`src/rtl/fdd_pkg.sv`:
```
package fdd_pkg;

  localparam int NAME_BUFFER_BYTES_DEF     = 256;
  localparam int MAX_LONG_NAME_ENTRIES_DEF = 20;
  localparam int CHARS_PER_LFN             = 13;
  localparam int MAX_NAME_CHARS            = 256;

  localparam logic [7:0] BYTE_END     = 8'h00;
  localparam logic [7:0] BYTE_DELETED = 8'hE5;
  localparam logic [7:0] ATTR_LFN     = 8'h0F;
  localparam logic [7:0] ATTR_VOLUME  = 8'h08;
  localparam logic [7:0] ATTR_DIR     = 8'h10;
  localparam logic [7:0] CHAR_SPACE   = 8'h20;
  localparam logic [7:0] CHAR_DOT     = 8'h2E;
  localparam logic [15:0] UCS_FILL    = 16'hFFFF;
  localparam logic [15:0] UCS_NUL     = 16'h0000;

  // Entry classes reported by the datapath.
  localparam logic [2:0] CLS_ENDED    = 3'd0;
  localparam logic [2:0] CLS_END_MARK = 3'd1;
  localparam logic [2:0] CLS_SKIP     = 3'd2;
  localparam logic [2:0] CLS_LFN      = 3'd3;
  localparam logic [2:0] CLS_SHORT    = 3'd4;

  typedef struct packed {
    logic load;
    logic emit_end;
    logic skip;
    logic lfn_start;
    logic lfn_wr;
    logic name_start;
    logic rd_issue;
    logic push;
    logic finish;
  } fdd_cmd_t;

  typedef struct packed {
    logic [2:0] cls;
    logic       lfn_full;
    logic       lfn_last;
    logic       is_long;
    logic       more;
    logic       term;
    logic       push_blocked;
    logic       fin_blocked;
    logic       out_full;
  } fdd_status_t;

  // Byte offset of each UTF-16 character inside a long-name entry.
  function automatic logic [4:0] lfn_offset(input logic [3:0] k);
    logic [4:0] o;
    case (k)
      4'd0:    o = 5'd1;
      4'd1:    o = 5'd3;
      4'd2:    o = 5'd5;
      4'd3:    o = 5'd7;
      4'd4:    o = 5'd9;
      4'd5:    o = 5'd14;
      4'd6:    o = 5'd16;
      4'd7:    o = 5'd18;
      4'd8:    o = 5'd20;
      4'd9:    o = 5'd22;
      4'd10:   o = 5'd24;
      4'd11:   o = 5'd28;
      4'd12:   o = 5'd30;
      default: o = 5'd1;
    endcase
    return o;
  endfunction

endpackage

```
`src/rtl/fdd_ram.sv`:
```
module fdd_ram #(
  parameter int WIDTH = 9,
  parameter int DEPTH = 260
) (
  input  logic                     clk,
  input  logic                     we,
  input  logic [$clog2(DEPTH)-1:0] waddr,
  input  logic [WIDTH-1:0]         wdata,
  input  logic                     re,
  input  logic [$clog2(DEPTH)-1:0] raddr,
  output logic [WIDTH-1:0]         rdata
);

  logic [WIDTH-1:0] mem [DEPTH];

  always_ff @(posedge clk) begin
    if (we) begin
      mem[waddr] <= wdata;
    end
    if (re) begin
      rdata <= mem[raddr];
    end
  end

endmodule

```
`src/rtl/fdd_ctrl.sv`:
```
module fdd_ctrl (
  input  logic                clk,
  input  logic                rst,
  input  logic                in_valid,
  output logic                in_ready,
  input  fdd_pkg::fdd_status_t st,
  output fdd_pkg::fdd_cmd_t    cmd
);

  localparam logic [2:0] S_IDLE   = 3'd0;
  localparam logic [2:0] S_CLASS  = 3'd1;
  localparam logic [2:0] S_LFN_WR = 3'd2;
  localparam logic [2:0] S_NAME   = 3'd3;
  localparam logic [2:0] S_NAME_D = 3'd4;
  localparam logic [2:0] S_FIN    = 3'd5;

  logic [2:0] state, state_next;

  always_ff @(posedge clk) begin
    if (rst) begin
      state <= S_IDLE;
    end else begin
      state <= state_next;
    end
  end

  assign in_ready = (state == S_IDLE);

  always_comb begin
    cmd        = '0;
    state_next = state;
    case (state)
      S_IDLE: begin
        if (in_valid) begin
          cmd.load   = 1'b1;
          state_next = S_CLASS;
        end
      end
      S_CLASS: begin
        case (st.cls)
          fdd_pkg::CLS_END_MARK: begin
            if (!st.out_full) begin
              cmd.emit_end = 1'b1;
              state_next   = S_IDLE;
            end
          end
          fdd_pkg::CLS_SKIP: begin
            cmd.skip   = 1'b1;
            state_next = S_IDLE;
          end
          fdd_pkg::CLS_LFN: begin
            if (st.lfn_full) begin
              state_next = S_IDLE;
            end else begin
              cmd.lfn_start = 1'b1;
              state_next    = S_LFN_WR;
            end
          end
          fdd_pkg::CLS_SHORT: begin
            cmd.name_start = 1'b1;
            state_next     = S_NAME;
          end
          default: state_next = S_IDLE;
        endcase
      end
      S_LFN_WR: begin
        cmd.lfn_wr = 1'b1;
        if (st.lfn_last) begin
          state_next = S_IDLE;
        end
      end
      S_NAME: begin
        if (!st.more) begin
          state_next = S_FIN;
        end else if (st.is_long) begin
          cmd.rd_issue = 1'b1;
          state_next   = S_NAME_D;
        end else if (!st.push_blocked) begin
          cmd.push = 1'b1;
        end
      end
      S_NAME_D: begin
        if (st.term) begin
          state_next = S_FIN;
        end else if (!st.push_blocked) begin
          cmd.push   = 1'b1;
          state_next = S_NAME;
        end
      end
      S_FIN: begin
        if (!st.fin_blocked) begin
          cmd.finish = 1'b1;
          state_next = S_IDLE;
        end
      end
      default: state_next = S_IDLE;
    endcase
  end

endmodule

```
`src/rtl/fdd_datapath.sv`:
```
module fdd_datapath #(
  parameter int NAME_BUFFER_BYTES     = fdd_pkg::NAME_BUFFER_BYTES_DEF,
  parameter int MAX_LONG_NAME_ENTRIES = fdd_pkg::MAX_LONG_NAME_ENTRIES_DEF
) (
  input  logic                 clk,
  input  logic                 rst,
  input  fdd_pkg::fdd_cmd_t     cmd,
  output fdd_pkg::fdd_status_t  st,
  input  logic [255:0]         in_entry,
  input  logic                 in_restart,
  input  logic                 cfg_wen,
  input  logic [15:0]          cfg_wdata,
  output logic                 out_valid,
  input  logic                 out_ready,
  output logic                 out_kind,
  output logic [63:0]          out_chars,
  output logic [3:0]           out_count,
  output logic                 out_last,
  output logic [31:0]          out_cluster,
  output logic                 out_dir,
  output logic [15:0]          out_pos
);

  localparam int DEPTH = MAX_LONG_NAME_ENTRIES * fdd_pkg::CHARS_PER_LFN;
  localparam int AW    = $clog2(DEPTH);
  localparam int CW    = $clog2(MAX_LONG_NAME_ENTRIES + 1);
  localparam int LIM   = (NAME_BUFFER_BYTES - 1 < fdd_pkg::MAX_NAME_CHARS) ?
                         NAME_BUFFER_BYTES - 1 : fdd_pkg::MAX_NAME_CHARS;

  logic [255:0]  entry;
  logic [7:0]    eb [32];
  logic [16:0]   pos;
  logic [CW-1:0] lfn_cnt;
  logic [CW-1:0] walk_cnt;
  logic          ended;
  logic [15:0]   start_pos;
  logic [AW-1:0] wr_addr;
  logic [AW-1:0] rd_addr;
  logic [3:0]    k;
  logic [3:0]    j;
  logic [8:0]    len;
  logic [63:0]   chunk;
  logic [3:0]    ccount;
  logic          is_long;
  logic          silent;
  logic [8:0]    rdata;

  always_comb begin
    for (int b = 0; b < 32; b++) begin
      eb[b] = entry[b*8 +: 8];
    end
  end

  logic [7:0] attr;
  logic       is_dir;
  assign attr   = eb[11];
  assign is_dir = (attr & fdd_pkg::ATTR_DIR) != 8'h00;

  // 8.3 name: base up to the first space, then, for a file with a non-blank extension, a dot and the trimmed extension.
  logic [3:0] n8;
  logic [3:0] ext_len;
  logic [3:0] slen;
  logic       seen_space;
  always_comb begin
    n8         = 4'd8;
    seen_space = 1'b0;
    for (int i = 0; i < 8; i++) begin
      if (!seen_space && eb[i] == fdd_pkg::CHAR_SPACE) begin
        n8         = 4'(i);
        seen_space = 1'b1;
      end
    end
    ext_len = 4'd0;
    for (int i = 0; i < 3; i++) begin
      if (eb[8+i] != fdd_pkg::CHAR_SPACE) begin
        ext_len = 4'(i + 1);
      end
    end
    slen = (is_dir || ext_len == 4'd0) ? n8 : n8 + 4'd1 + ext_len;
  end

  logic [7:0] short_char;
  logic [3:0] ext_idx;
  always_comb begin
    ext_idx = 4'd8 + j - n8 - 4'd1;
    if (j < n8) begin
      short_char = eb[{2'b00, j[2:0]}];
    end else if (j == n8) begin
      short_char = fdd_pkg::CHAR_DOT;
    end else begin
      short_char = eb[{1'b0, ext_idx}];
    end
  end

  // Long-name character being written.
  logic [4:0]  off;
  logic [15:0] ucs;
  logic [8:0]  wdata;
  assign off   = fdd_pkg::lfn_offset(k);
  assign ucs   = {eb[5'(off + 5'd1)], eb[off]};
  assign wdata = {(ucs == fdd_pkg::UCS_NUL) || (ucs == fdd_pkg::UCS_FILL), ucs[7:0]};

  fdd_ram #(.WIDTH(9), .DEPTH(DEPTH)) u_ram (
    .clk   (clk),
    .we    (cmd.lfn_wr),
    .waddr (wr_addr),
    .wdata (wdata),
    .re    (cmd.rd_issue),
    .raddr (rd_addr),
    .rdata (rdata)
  );

  logic [7:0]  push_char;
  logic        dot;
  logic [15:0] pos_sat;
  logic [31:0] cluster;
  assign push_char = is_long ? rdata[7:0] : short_char;
  assign dot = (len == 9'd1 && chunk[7:0] == fdd_pkg::CHAR_DOT) ||
               (len == 9'd2 && chunk[7:0] == fdd_pkg::CHAR_DOT &&
                chunk[15:8] == fdd_pkg::CHAR_DOT);
  assign pos_sat = pos[16] ? 16'hFFFF : pos[15:0];
  assign cluster = {eb[21], eb[20], eb[27], eb[26]};

  always_comb begin
    if (ended) begin
      st.cls = fdd_pkg::CLS_ENDED;
    end else if (eb[0] == fdd_pkg::BYTE_END) begin
      st.cls = fdd_pkg::CLS_END_MARK;
    end else if (eb[0] == fdd_pkg::BYTE_DELETED || attr == fdd_pkg::ATTR_VOLUME) begin
      st.cls = fdd_pkg::CLS_SKIP;
    end else if ((attr & fdd_pkg::ATTR_LFN) == fdd_pkg::ATTR_LFN) begin
      st.cls = fdd_pkg::CLS_LFN;
    end else begin
      st.cls = fdd_pkg::CLS_SHORT;
    end
    st.lfn_full     = 32'(lfn_cnt) >= MAX_LONG_NAME_ENTRIES;
    st.lfn_last     = (k == 4'd12);
    st.is_long      = is_long;
    st.more         = (32'(len) < LIM) && (is_long ? (walk_cnt != '0) : (j < slen));
    st.term         = rdata[8];
    st.push_blocked = (ccount == 4'd8) && out_valid && !silent;
    st.fin_blocked  = out_valid && !dot && !silent;
    st.out_full     = out_valid;
  end

  always_ff @(posedge clk) begin
    if (rst) begin
      pos       <= '0;
      lfn_cnt   <= '0;
      ended     <= 1'b0;
      start_pos <= '0;
      out_valid <= 1'b0;
    end else begin
      if (cfg_wen) begin
        start_pos <= cfg_wdata;
      end
      if (out_valid && out_ready) begin
        out_valid <= 1'b0;
      end
      if (cmd.load && in_restart) begin
        pos     <= '0;
        lfn_cnt <= '0;
        ended   <= 1'b0;
      end
      if (cmd.emit_end) begin
        ended     <= 1'b1;
        lfn_cnt   <= '0;
        out_valid <= 1'b1;
      end
      if (cmd.skip || cmd.finish) begin
        if (pos != 17'h1FFFF) begin
          pos <= pos + 17'd1;
        end
      end
      if (cmd.skip || cmd.name_start) begin
        lfn_cnt <= '0;
      end
      if (cmd.lfn_wr && k == 4'd12) begin
        lfn_cnt <= lfn_cnt + CW'(1);
      end
      if (cmd.push && ccount == 4'd8 && !silent) begin
        out_valid <= 1'b1;
      end
      if (cmd.finish && !dot && !silent) begin
        out_valid <= 1'b1;
      end
    end
  end

  always_ff @(posedge clk) begin
    if (cmd.load) begin
      entry <= in_entry;
    end
    if (cmd.lfn_start) begin
      wr_addr <= AW'(32'(lfn_cnt) * fdd_pkg::CHARS_PER_LFN);
      k       <= 4'd0;
    end
    if (cmd.lfn_wr) begin
      wr_addr <= wr_addr + AW'(1);
      k       <= k + 4'd1;
    end
    if (cmd.name_start) begin
      rd_addr  <= AW'((32'(lfn_cnt) - 32'd1) * fdd_pkg::CHARS_PER_LFN);
      walk_cnt <= lfn_cnt;
      is_long  <= (lfn_cnt != '0);
      silent   <= 32'(pos) < 32'(start_pos);
      k        <= 4'd0;
      j        <= 4'd0;
      len      <= '0;
      chunk    <= '0;
      ccount   <= '0;
    end
    if (cmd.push) begin
      len <= len + 9'd1;
      if (ccount == 4'd8) begin
        chunk  <= {56'd0, push_char};
        ccount <= 4'd1;
      end else begin
        chunk[ccount[2:0]*8 +: 8] <= push_char;
        ccount                    <= ccount + 4'd1;
      end
      if (is_long) begin
        if (k == 4'd12) begin
          k        <= 4'd0;
          walk_cnt <= walk_cnt - CW'(1);
          rd_addr  <= rd_addr - AW'(25);
        end else begin
          k       <= k + 4'd1;
          rd_addr <= rd_addr + AW'(1);
        end
      end else begin
        j <= j + 4'd1;
      end
    end
    if (cmd.emit_end) begin
      out_kind    <= 1'b1;
      out_chars   <= '0;
      out_count   <= '0;
      out_last    <= 1'b1;
      out_cluster <= '0;
      out_dir     <= 1'b0;
      out_pos     <= pos_sat;
    end
    if (cmd.push && ccount == 4'd8 && !silent) begin
      out_kind    <= 1'b0;
      out_chars   <= chunk;
      out_count   <= 4'd8;
      out_last    <= 1'b0;
      out_cluster <= cluster;
      out_dir     <= is_dir;
      out_pos     <= pos_sat;
    end
    if (cmd.finish && !dot && !silent) begin
      out_kind    <= 1'b0;
      out_chars   <= chunk;
      out_count   <= ccount;
      out_last    <= 1'b1;
      out_cluster <= cluster;
      out_dir     <= is_dir;
      out_pos     <= pos_sat;
    end
  end

endmodule

```
`src/rtl/fat_directory_entry_decoder_core.sv`:
```
// FAT32 directory entry decoder.
// The slave stream carries one 32-byte on-disk directory entry per transaction
// in tdata, byte 0 in the lowest bits; tuser is the restart flag, which clears
// the position counter, the long-name buffer and the end mark first.
// The master stream carries result transactions: tuser is the kind (0 for a
// name chunk, 1 for end of directory), tlast marks the final result of an
// entry, and tdata packs up to eight name characters with the entry details.
// Entries are handled one at a time. Deleted entries and volume labels are
// skipped, a long-name entry writes its 13 characters into the name RAM,
// and an 8.3 name is pushed out character by character.
// A long name is read back from the name RAM one character at a time, as
// the RAM has a single read port: each character is read, then pushed, and
// a terminator ends the name.
// Results leave through an output register; when the receiver stalls, the
// block waits with the next chunk until the register is free, and a new
// entry is only taken once the current one has been fully processed.
// Reset (rst, synchronous) clears the position, the end mark, the long-name
// count and start_position; the name RAM needs no clearing.
module fat_directory_entry_decoder_core #(
  parameter int NAME_BUFFER_BYTES     = fdd_pkg::NAME_BUFFER_BYTES_DEF,
  parameter int MAX_LONG_NAME_ENTRIES = fdd_pkg::MAX_LONG_NAME_ENTRIES_DEF
) (
  input  logic         clk,
  input  logic         rst,
  input  logic         s_axis_tvalid,
  output logic         s_axis_tready,
  // entry_bytes_lo [63:0], entry_bytes_midlo [127:64],
  // entry_bytes_midhi [191:128], entry_bytes_hi [255:192]
  input  logic [255:0] s_axis_tdata,
  // restart [0]
  input  logic         s_axis_tuser,
  output logic         m_axis_tvalid,
  input  logic         m_axis_tready,
  // name_chars [63:0], char_count [67:64], start_cluster [99:68],
  // is_directory [100], entry_position [116:101], zero padding [119:117]
  output logic [119:0] m_axis_tdata,
  // kind [0]
  output logic         m_axis_tuser,
  output logic         m_axis_tlast,
  input  logic         cfg_wen,
  input  logic [15:0]  cfg_wdata
);

  fdd_pkg::fdd_cmd_t    cmd;
  fdd_pkg::fdd_status_t st;

  logic [63:0] out_chars;
  logic [3:0]  out_count;
  logic [31:0] out_cluster;
  logic        out_dir;
  logic [15:0] out_pos;

  // The controller sequences each entry; the datapath holds the entry, the counters and the name RAM.
  fdd_ctrl u_ctrl (
    .clk      (clk),
    .rst      (rst),
    .in_valid (s_axis_tvalid),
    .in_ready (s_axis_tready),
    .st       (st),
    .cmd      (cmd)
  );

  fdd_datapath #(
    .NAME_BUFFER_BYTES     (NAME_BUFFER_BYTES),
    .MAX_LONG_NAME_ENTRIES (MAX_LONG_NAME_ENTRIES)
  ) u_dp (
    .clk         (clk),
    .rst         (rst),
    .cmd         (cmd),
    .st          (st),
    .in_entry    (s_axis_tdata),
    .in_restart  (s_axis_tuser),
    .cfg_wen     (cfg_wen),
    .cfg_wdata   (cfg_wdata),
    .out_valid   (m_axis_tvalid),
    .out_ready   (m_axis_tready),
    .out_kind    (m_axis_tuser),
    .out_chars   (out_chars),
    .out_count   (out_count),
    .out_last    (m_axis_tlast),
    .out_cluster (out_cluster),
    .out_dir     (out_dir),
    .out_pos     (out_pos)
  );

  assign m_axis_tdata = {3'b000, out_pos, out_dir, out_cluster, out_count, out_chars};

endmodule

```
`config.mk`:
```
export PLATFORM = sky130hd
export DESIGN_NAME = fat_directory_entry_decoder_core
export DESIGN_NICKNAME = d
export VERILOG_FILES = /design/src/rtl/fdd_pkg.sv /design/src/rtl/fdd_ram.sv /design/src/rtl/fdd_ctrl.sv /design/src/rtl/fdd_datapath.sv /design/src/rtl/fat_directory_entry_decoder_core.sv
export SDC_FILE = /design/constraint.sdc
export NUM_CORES = 2
export LEC_CHECK = 0
export BUFFER_PORTS_ARGS = -buffer_cell sky130_fd_sc_hd__buf_2
export CAP_MARGIN = 20
export CORE_UTILIZATION = 50
export DETAILED_ROUTE_END_ITERATION = 10
export PLACE_DENSITY = 0.69
export SKIP_CTS_REPAIR_TIMING = 1
export SLEW_MARGIN = 20
export SYNTH_ARGS = -nofsm -noshare
export SYNTH_HDL_FRONTEND = slang
export SYNTH_SLANG_ARGS = --single-unit
```
`constraint.sdc`:
```
create_clock -name clk -period 17.25 [get_ports clk]
set_clock_uncertainty 0.1 [all_clocks]
set_input_delay 1.725 -clock clk [delete_from_list [all_inputs] [get_ports clk]]
set_output_delay 1.725 -clock clk [all_outputs]
set_load 0.01 [all_outputs]
```
Word level (Yosys, flattened, before mapping)
Memory sizes are Yosys's and may differ from the RTL's. A register that Yosys moved wholly into a read port is not among the register bits.
Index checks and enable logic that the tools add are counted.
{"block": "word_totals", "mem_bits_rw": 2340, "output_inout_bits": 124, "mem_count": 2, "ff_bits": 528, "romBits": 80, "elab_cells": 282, "in_bits": 278}
{"block": "op_classes", "mul": 2, "n_bitwise": 4, "mux": 131, "add_sub_neg": 18, "eq_ne": 38, "n_lt_le_gt_ge": 9, "n_reduce_logical": 52, "shifts": 2}
{"name": "u_dp.u_ram.mem", "depth": 260, "width": 9, "read_ports": 1, "rd_ports_with_merged_regs": 1, "write_ports": 1, "line_no": "fdd_ram.sv:14", "source": "logic [WIDTH-1:0] mem [DEPTH];"}
{"name": "(no name shown)", "depth": 16, "width": 5, "read_ports": 1, "rd_ports_with_merged_regs": 1, "write_ports": 0, "line_no": "fdd_pkg.sv:52", "source": "case (k)"}
{"operator": "$mux 64", "n": 6}
{"operator": "$bmux 8 s5", "n": 4}
{"operator": "$mux 32", "n": 3}
{"operator": "$mux 4", "n": 24}
{"operator": "$mux 8", "n": 11}
{"operator": "$eq 8x6->1 const B", "n": 10}
{"operator": "$mux 9", "n": 8}
{"operator": "$bwmux 64", "n": 1}
{"operator": "$mux 16", "n": 4}
{"operator": "$shift 8x34->64 const A", "n": 1}
{"operator": "$shiftx 8x34->64", "n": 1}
{"operator": "$mux 17", "n": 3}
{"operator": "$mux 5", "n": 8}
{"operator": "$mux 1", "n": 39}
{"operator": "$mux 3", "n": 13}
{"operator": "$neg 6->34", "n": 1}
{"operator": "$mul 32x4->9 const B", "n": 1}
{"operator": "$add 9x1->9 const B", "n": 3}
{"operator": "$ge 6x6->1 const B", "n": 4}
{"operator": "$ne 8x6->1 const B", "n": 3}
{"operator": "$logic_and 1x1->1", "n": 22}
{"operator": "$pmux 3 s6", "n": 1}
{"operator": "$add 17x1->17 const B", "n": 1}
{"operator": "$lt 17x16->1", "n": 1}
{"operator": "45 further kinds", "n": 83}

Logic depth before layout (Yosys ltp)
{"block": "depth", "ltp_word": 36, "depth_mapped": 22}

By module
Synthesis repeated with hierarchy kept, for this count alone.
{"block": "unflattened", "hier_cells": 6534, "hier_area_um2": 118533.7}
{"module": "fdd_ram", "instances": 1, "area_each_um2": 91606.6, "cells_each": 4545}
{"module": "fdd_datapath", "instances": 1, "area_each_um2": 26540.5, "cells_each": 1939}
{"module": "fdd_ctrl", "instances": 1, "area_each_um2": 352.8, "cells_each": 45}
{"module": "fat_directory_entry_decoder_core", "instances": 1, "area_each_um2": 33.8, "cells_each": 5}

Worst setup path after synthesis
OpenSTA, ideal clock, no wires.
{"block": "synth_path", "path_kind": "reg-to-reg", "from": "register, netlist name u_dp.off[1]", "to": "memory u_dp.u_ram.mem[0][8] (data pin)", "required_ps": 16319, "arrival_time_ps": 16192, "slack_ps": 127, "path_stages_with_launch": 10, "period_less_slack_ps": 17123, "cell_sequence": "dfxtp_1 buf_2 buf_2 clkbuf_1 mux4_2 o22ai_1 o31ai_1 and4_1 nand4_1 nand2_1"}
{"block": "synth_via", "elab_cells_between_ends": 12, "cone_classes": "add/sub (1); eq/ne (1); mux (6); bitwise (2); reduce/logical (2)"}
{"element": "$not 5->6 (not written as such) *", "line_no": "fdd_datapath.sv:100", "source": "assign ucs = {eb[5'(off + 5'd1)], eb[off]};"}
{"element": "$bmux 8 s5 *", "line_no": "fdd_datapath.sv:100"}
{"element": "$mux 8 (not written as such) * (2 in series)", "line_no": "fdd_datapath.sv:100"}
{"element": "net u_dp.u_ram.wdata[1]", "line_no": "fdd_ram.sv:8", "source": "input logic [WIDTH-1:0] wdata,"}
{"element": "$eq 16x16->1 or $logic_not 16->1 (tied branches)", "line_no": "fdd_datapath.sv:101", "source": "assign wdata = {(ucs == fdd_pkg::UCS_NUL) || (ucs == fdd_pkg::UCS_FILL), ucs[7:0]};"}
{"element": "$logic_or 1x1->1 *", "line_no": "fdd_datapath.sv:101"}
{"element": "net u_dp.u_ram.wdata[8]", "line_no": "fdd_ram.sv:8"}
{"element": "end: declaration", "line_no": "fdd_ram.sv:14"}
Mark *: on every way through the listed nets, which the timed path passes. The rest lies on a longest branch. The select of a mux whose other input is x is not followed.

Worst setup path in the final report
{"block": "layout_path", "from": "register u_dp.entry[63]", "to": "register u_dp.out_pos[7], enable pin"}
{"block": "layout_via", "elab_chain_len": 14}
{"element": "start: declaration", "line_no": "fdd_datapath.sv:30", "source": "logic [255:0] entry;"}
{"element": "start signal: assignment", "line_no": "fdd_datapath.sv:192", "source": "entry <= in_entry;"}
{"element": "$eq 8x6->1 *", "line_no": "fdd_datapath.sv:68", "source": "if (!seen_space && eb[i] == fdd_pkg::CHAR_SPACE) begin"}
{"element": "$logic_and 1x1->1 *", "line_no": "fdd_datapath.sv:68"}
{"element": "$mux 4 *", "line_no": "fdd_datapath.sv:68"}
{"element": "$add 4x1->4", "line_no": "fdd_datapath.sv:79", "source": "slen = (is_dir || ext_len == 4'd0) ? n8 : n8 + 4'd1 + ext_len;"}
{"element": "$add 4x2->4", "line_no": "fdd_datapath.sv:79"}
{"element": "$mux 4 *", "line_no": "fdd_datapath.sv:79"}
{"element": "$lt 4x4->1 *", "line_no": "fdd_datapath.sv:139", "source": "st.more = (32'(len) < LIM) && (is_long ? (walk_cnt != '0) : (j < slen));"}
{"element": "$mux 1 *", "line_no": "fdd_datapath.sv:139"}
{"element": "$logic_and 1x1->1 *", "line_no": "fdd_datapath.sv:139"}
{"element": "$mux 2 *", "line_no": "fdd_ctrl.sv:73", "source": "if (!st.more) begin"}
{"element": "$pmux 1 s2 *", "line_no": "fdd_ctrl.sv:32", "source": "case (state)"}
{"element": "$logic_and 1x1->1 * (2 in series)", "line_no": "fdd_datapath.sv:244", "source": "if (cmd.push && ccount == 4'd8 && !silent) begin"}
{"element": "$reduce_bool 3->1 (no line) *"}
{"element": "end signal: assignment", "line_no": "fdd_datapath.sv:242", "source": "out_pos <= pos_sat;"}
{"element": "end signal: assignment", "line_no": "fdd_datapath.sv:251", "source": "out_pos <= pos_sat;"}
{"element": "end signal: assignment", "line_no": "fdd_datapath.sv:260", "source": "out_pos <= pos_sat;"}
{"element": "end: declaration", "line_no": "fdd_datapath.sv:21", "source": "output logic [15:0] out_pos"}
Mark *: on every way between the ends. The rest lies on a longest branch, timed or not.
A chain may end at the register's enable or synchronous reset.

==> impl_metrics.json <==
{
  "tritoncts": "built",
  "ys_top_cells_by_count": "edfxtp_1 (2746), mux4_2 (733), nor2_1 (395)",
  "grt_usage_pct": 24.5,
  "grt_antenna_before_repair": 33,
  "io_buffers": 398,
  "pwr-share-comb_pct": 22.9,
  "layout-drive-gt1-share_pct": 25.9,
  "r2r_setup_slack_ns": 10.36,
  "yosys_warnings": 0,
  "netlist.area_leader.share_pct": 70.8,
  "synth_area_leader_cell": "edfxtp_1",
  "die_h_microns": 485,
  "clk_pin_slew_ns": 0.06,
  "grt_start_max_net_pins": 195,
  "grt_pass1_wl_microns": 422000,
  "seq_area_frac_synth_pct": 73.2,
  "start_util_pct": 50.4,
  "synth_area_leaders": "edfxtp_1 (71%), mux4_2 (14%), dfxtp_1 (2.3%)",
  "slowest_delay_ns": 0.72,
  "die-area_sq_um": 235000,
  "yosysMostFrequentCell": "edfxtp_1",
  "grt-ovfl-total": 0,
  "r2r-end": "u_dp.out_pos[7]",
  "ys_types": 83,
  "nFillCells": 16800,
  "syn_area_sq_um": 116000,
  "grt_pass1_vias": 61400,
  "first_pass_iters": 6,
  "root_buffer": "clkbuf_16",
  "synth-main-ff-cell": "edfxtp_1",
  "end_kind": "register",
  "path_cells": "nor4b_1 > nand2_1 > o21a_1 > o22ai_1 > inv_1 > ha_1 > fa_1 > nor2_1 > a21oi_1 > ha_1 > a2111oi_0 > nand3_1 > o21ai_0 > o22a_1 > o21ai_1 > o31a_1 > and2_1 > nor2_4 > buf_4 > buf_4",
  "coreArea_sq_um": 231000,
  "cpMaxStageDelayCell": "buf_4",
  "cts_buffers": 307,
  "ir_drop_mv": 0.187,
  "maxSlewHeadroom_pct": 19.1,
  "dpl.cell_count": 9165,
  "syn-mean-instance-area_sq_um": 19.4,
  "rsz0062_at_grt": "no",
  "hold_viol_final": 0,
  "cts_buffer_depth": 4,
  "timing.final.crit_period_ns": 6.89,
  "ys_async_sr_fraction_pct": 0,
  "rows": 176,
  "ios": 402,
  "hp-start": "u_dp.chunk[38]",
  "clock_latency_ns": 0.97,
  "gp_congestion": 0.915,
  "cp.arrival_ns": 7.34,
  "power_frac_seq_pct": 46.2,
  "p_switching_w": 0.00579,
  "swShare_pct": 29.2,
  "max_freq_mhz": 145,
  "syn_to_final_growth_pct": 12.6,
  "instances_no_fill": 9719,
  "drt_iter0_drc": 7499,
  "design_area_sq_um": 131000,
  "clkPwrFrac_pct": 30.9,
  "hp-class": "reg2reg",
  "placed_area_sq_um": 122000,
  "route.detailed.drc": 0,
  "power_density_nw_per_um2": 151,
  "fin_crit_sh_pct": 39.9,
  "crit_buf_inv": 3,
  "hold_path_depth": 1,
  "wire_per_inst_microns": 29.8,
  "tightest_slew_ns": 1.21,
  "layout.nets": 6821,
  "start_kind": "register",
  "ys_seq_elements": 2882,
  "clkSinkCount": 2882,
  "ant_nets": 0,
  "drv_slew": 0,
  "outcome": "finished clean",
  "via_count": 61800,
  "cts_max_level": 5,
  "intPower_w": 0.0140,
  "setup.worst_path.class": "reg2reg",
  "die_w_microns": 485,
  "setup_violations": 0,
  "required_ns": 17.70,
  "seq_area_sq_um": 85200,
  "cp_top_family": "compound AO/OA/AOI/OAI gates",
  "avgViaCountPerCell": 6.36,
  "p_leak_nw": 42.9,
  "cp_max_fo": 63,
  "synth_edf_count": 2746,
  "r2r-start": "u_dp.entry[63]",
  "routed_wl_microns": 290000,
  "hold_end": "u_dp.chunk[38]",
  "dp_hpwl_microns": 176000,
  "multi_input_area_sq_um": 29600,
  "r2r_cells": 20,
  "fin_tns_setup_ns": 0,
  "syn_inst": 5997,
  "max-cap-violations": 0
}
## through the flow
step	total power [W]	setup slack, ns	utilization [%]	hold slack (ns)
after CTS	0.0199	10.04	56.8	0.358
after global routing	0.0205	9.98	56.8	0.364
final	0.0198	10.36	56.8	0.354
after floorplan	0.0126	0.127	-	0.324
after global placement	0.0137	10.30	52.8	0.337
after detailed placement	0.0138	10.05	52.8	0.339
## power groups by stage
stage / Sequential [W] / Clock, W / Combinational, W
after detailed placement: 0.00929 / 0 / 0.00455
final: 0.00916 / 0.00613 / 0.00455
after CTS: 0.00915 / 0.00621 / 0.00456
after global placement: 0.00928 / 0 / 0.00443
after global routing: 0.00917 / 0.00647 / 0.00482
after floorplan: 0.00962 / 0 / 0.00295
## area by class of cell
cell class	count	share of cell area, %
well taps	3026	2.89
flip-flops and latches	2882	65.0
multi-input cells	2668	22.6
repair buffers	501	2.22
inverters	89	0.278
clock buffers	394	6.27
diodes	25	0.0477
clock inverters	134	0.732
## logic make-up (layout without fill, tap and decap cells)
family	after synthesis	after routing	share of synthesized area, %
AO/OA/AOI/OAI	750	750	4.75
AND/OR/NAND/NOR	921	921	3.72
flip-flops	2882	2882	73.2
adder cells (fa/ha/maj)	94	94	1.07
buffers and inverters	449	1118	1.59
multiplexers	850	850	15.3
XOR/XNOR	50	50	0.376
other	1	28	0.00322
## per-layer routing
metal | vias to the layer above | GRT usage, % | part of all wire, %
met3 | 536 | 5.45 | 9.7
met1 | 32100 | 34.2 | 39
met4 | 22 | 8.72 | 3.4
met2 | 3394 | 38.3 | 48
met5 | - | 0 | 0.048
li1 | 25800 | - | -
## worst reg2reg max path: cells and delay by family, from the launching register on
| kind | cells | cell delay, ns |
|---|---|---|
| fa+ha+maj | 3 | 0.95 |
| flops | 1 | 0.45 |
| buf+inv | 3 | 1.50 |
| compound gates | 8 | 2.25 |
| simple gates | 6 | 1.12 |
## placed cells by master (no fill, tap or decap), types with 18 or more instances in the layout
master and count:
a221oi_1 109, clkinv_1 50, clkinv_2 57, a22oi_1 76
o221ai_1 30, nand2_1 152, o21ai_0 72, o2bb2ai_1 53
a22o_1 111, mux4_2 733, o22ai_1 73, nor3_1 41
nor2_1 392, nor4_1 21, nand3_1 68, ha_1 82
and2_1 109, clkbuf_1 73, inv_1 84, a21oi_1 106
buf_2 398, diode_2 25, clkbuf_16 313, dfxtp_1 132
mux2i_1 90, edfxtp_1 2746, xnor2_1 31, nand4_1 20
or2_2 18, buf_4 89
## registers in the layout, indices dropped and copies added, names as in the netlist, 9 cells and up
signal / flops
u_dp.start_pos: 16
u_dp.out_pos: 16
u_dp.u_ram.rdata: 9
u_dp.pos: 17
u_dp.wr_addr: 9
u_dp.entry: 256
u_dp.out_cluster: 32
u_dp.len: 9
u_dp.rd_addr: 9
u_dp.chunk: 64
u_dp.u_ram.mem: 2340
u_dp.out_chars: 64
## how the worst max path moves through the flow
stage / from / endpoint / slack [ns] / cells past startpoint
after floorplan: u_dp.off[1] / u_dp.u_ram.mem[0][8] / 0.13 / 9
after global placement: u_dp.off[0] / u_dp.u_ram.mem[100][8] / 10.30 / 11
after detailed placement: u_dp.off[0] / u_dp.u_ram.mem[100][8] / 10.05 / 11
after CTS: u_dp.off[0] / u_dp.u_ram.mem[96][8] / 10.04 / 11
after global routing: u_dp.entry[9] / u_dp.out_cluster[15] / 9.98 / 20
final: u_dp.entry[63] / u_dp.out_pos[7] / 10.36 / 20
Power figures use the tool's default switching activity.
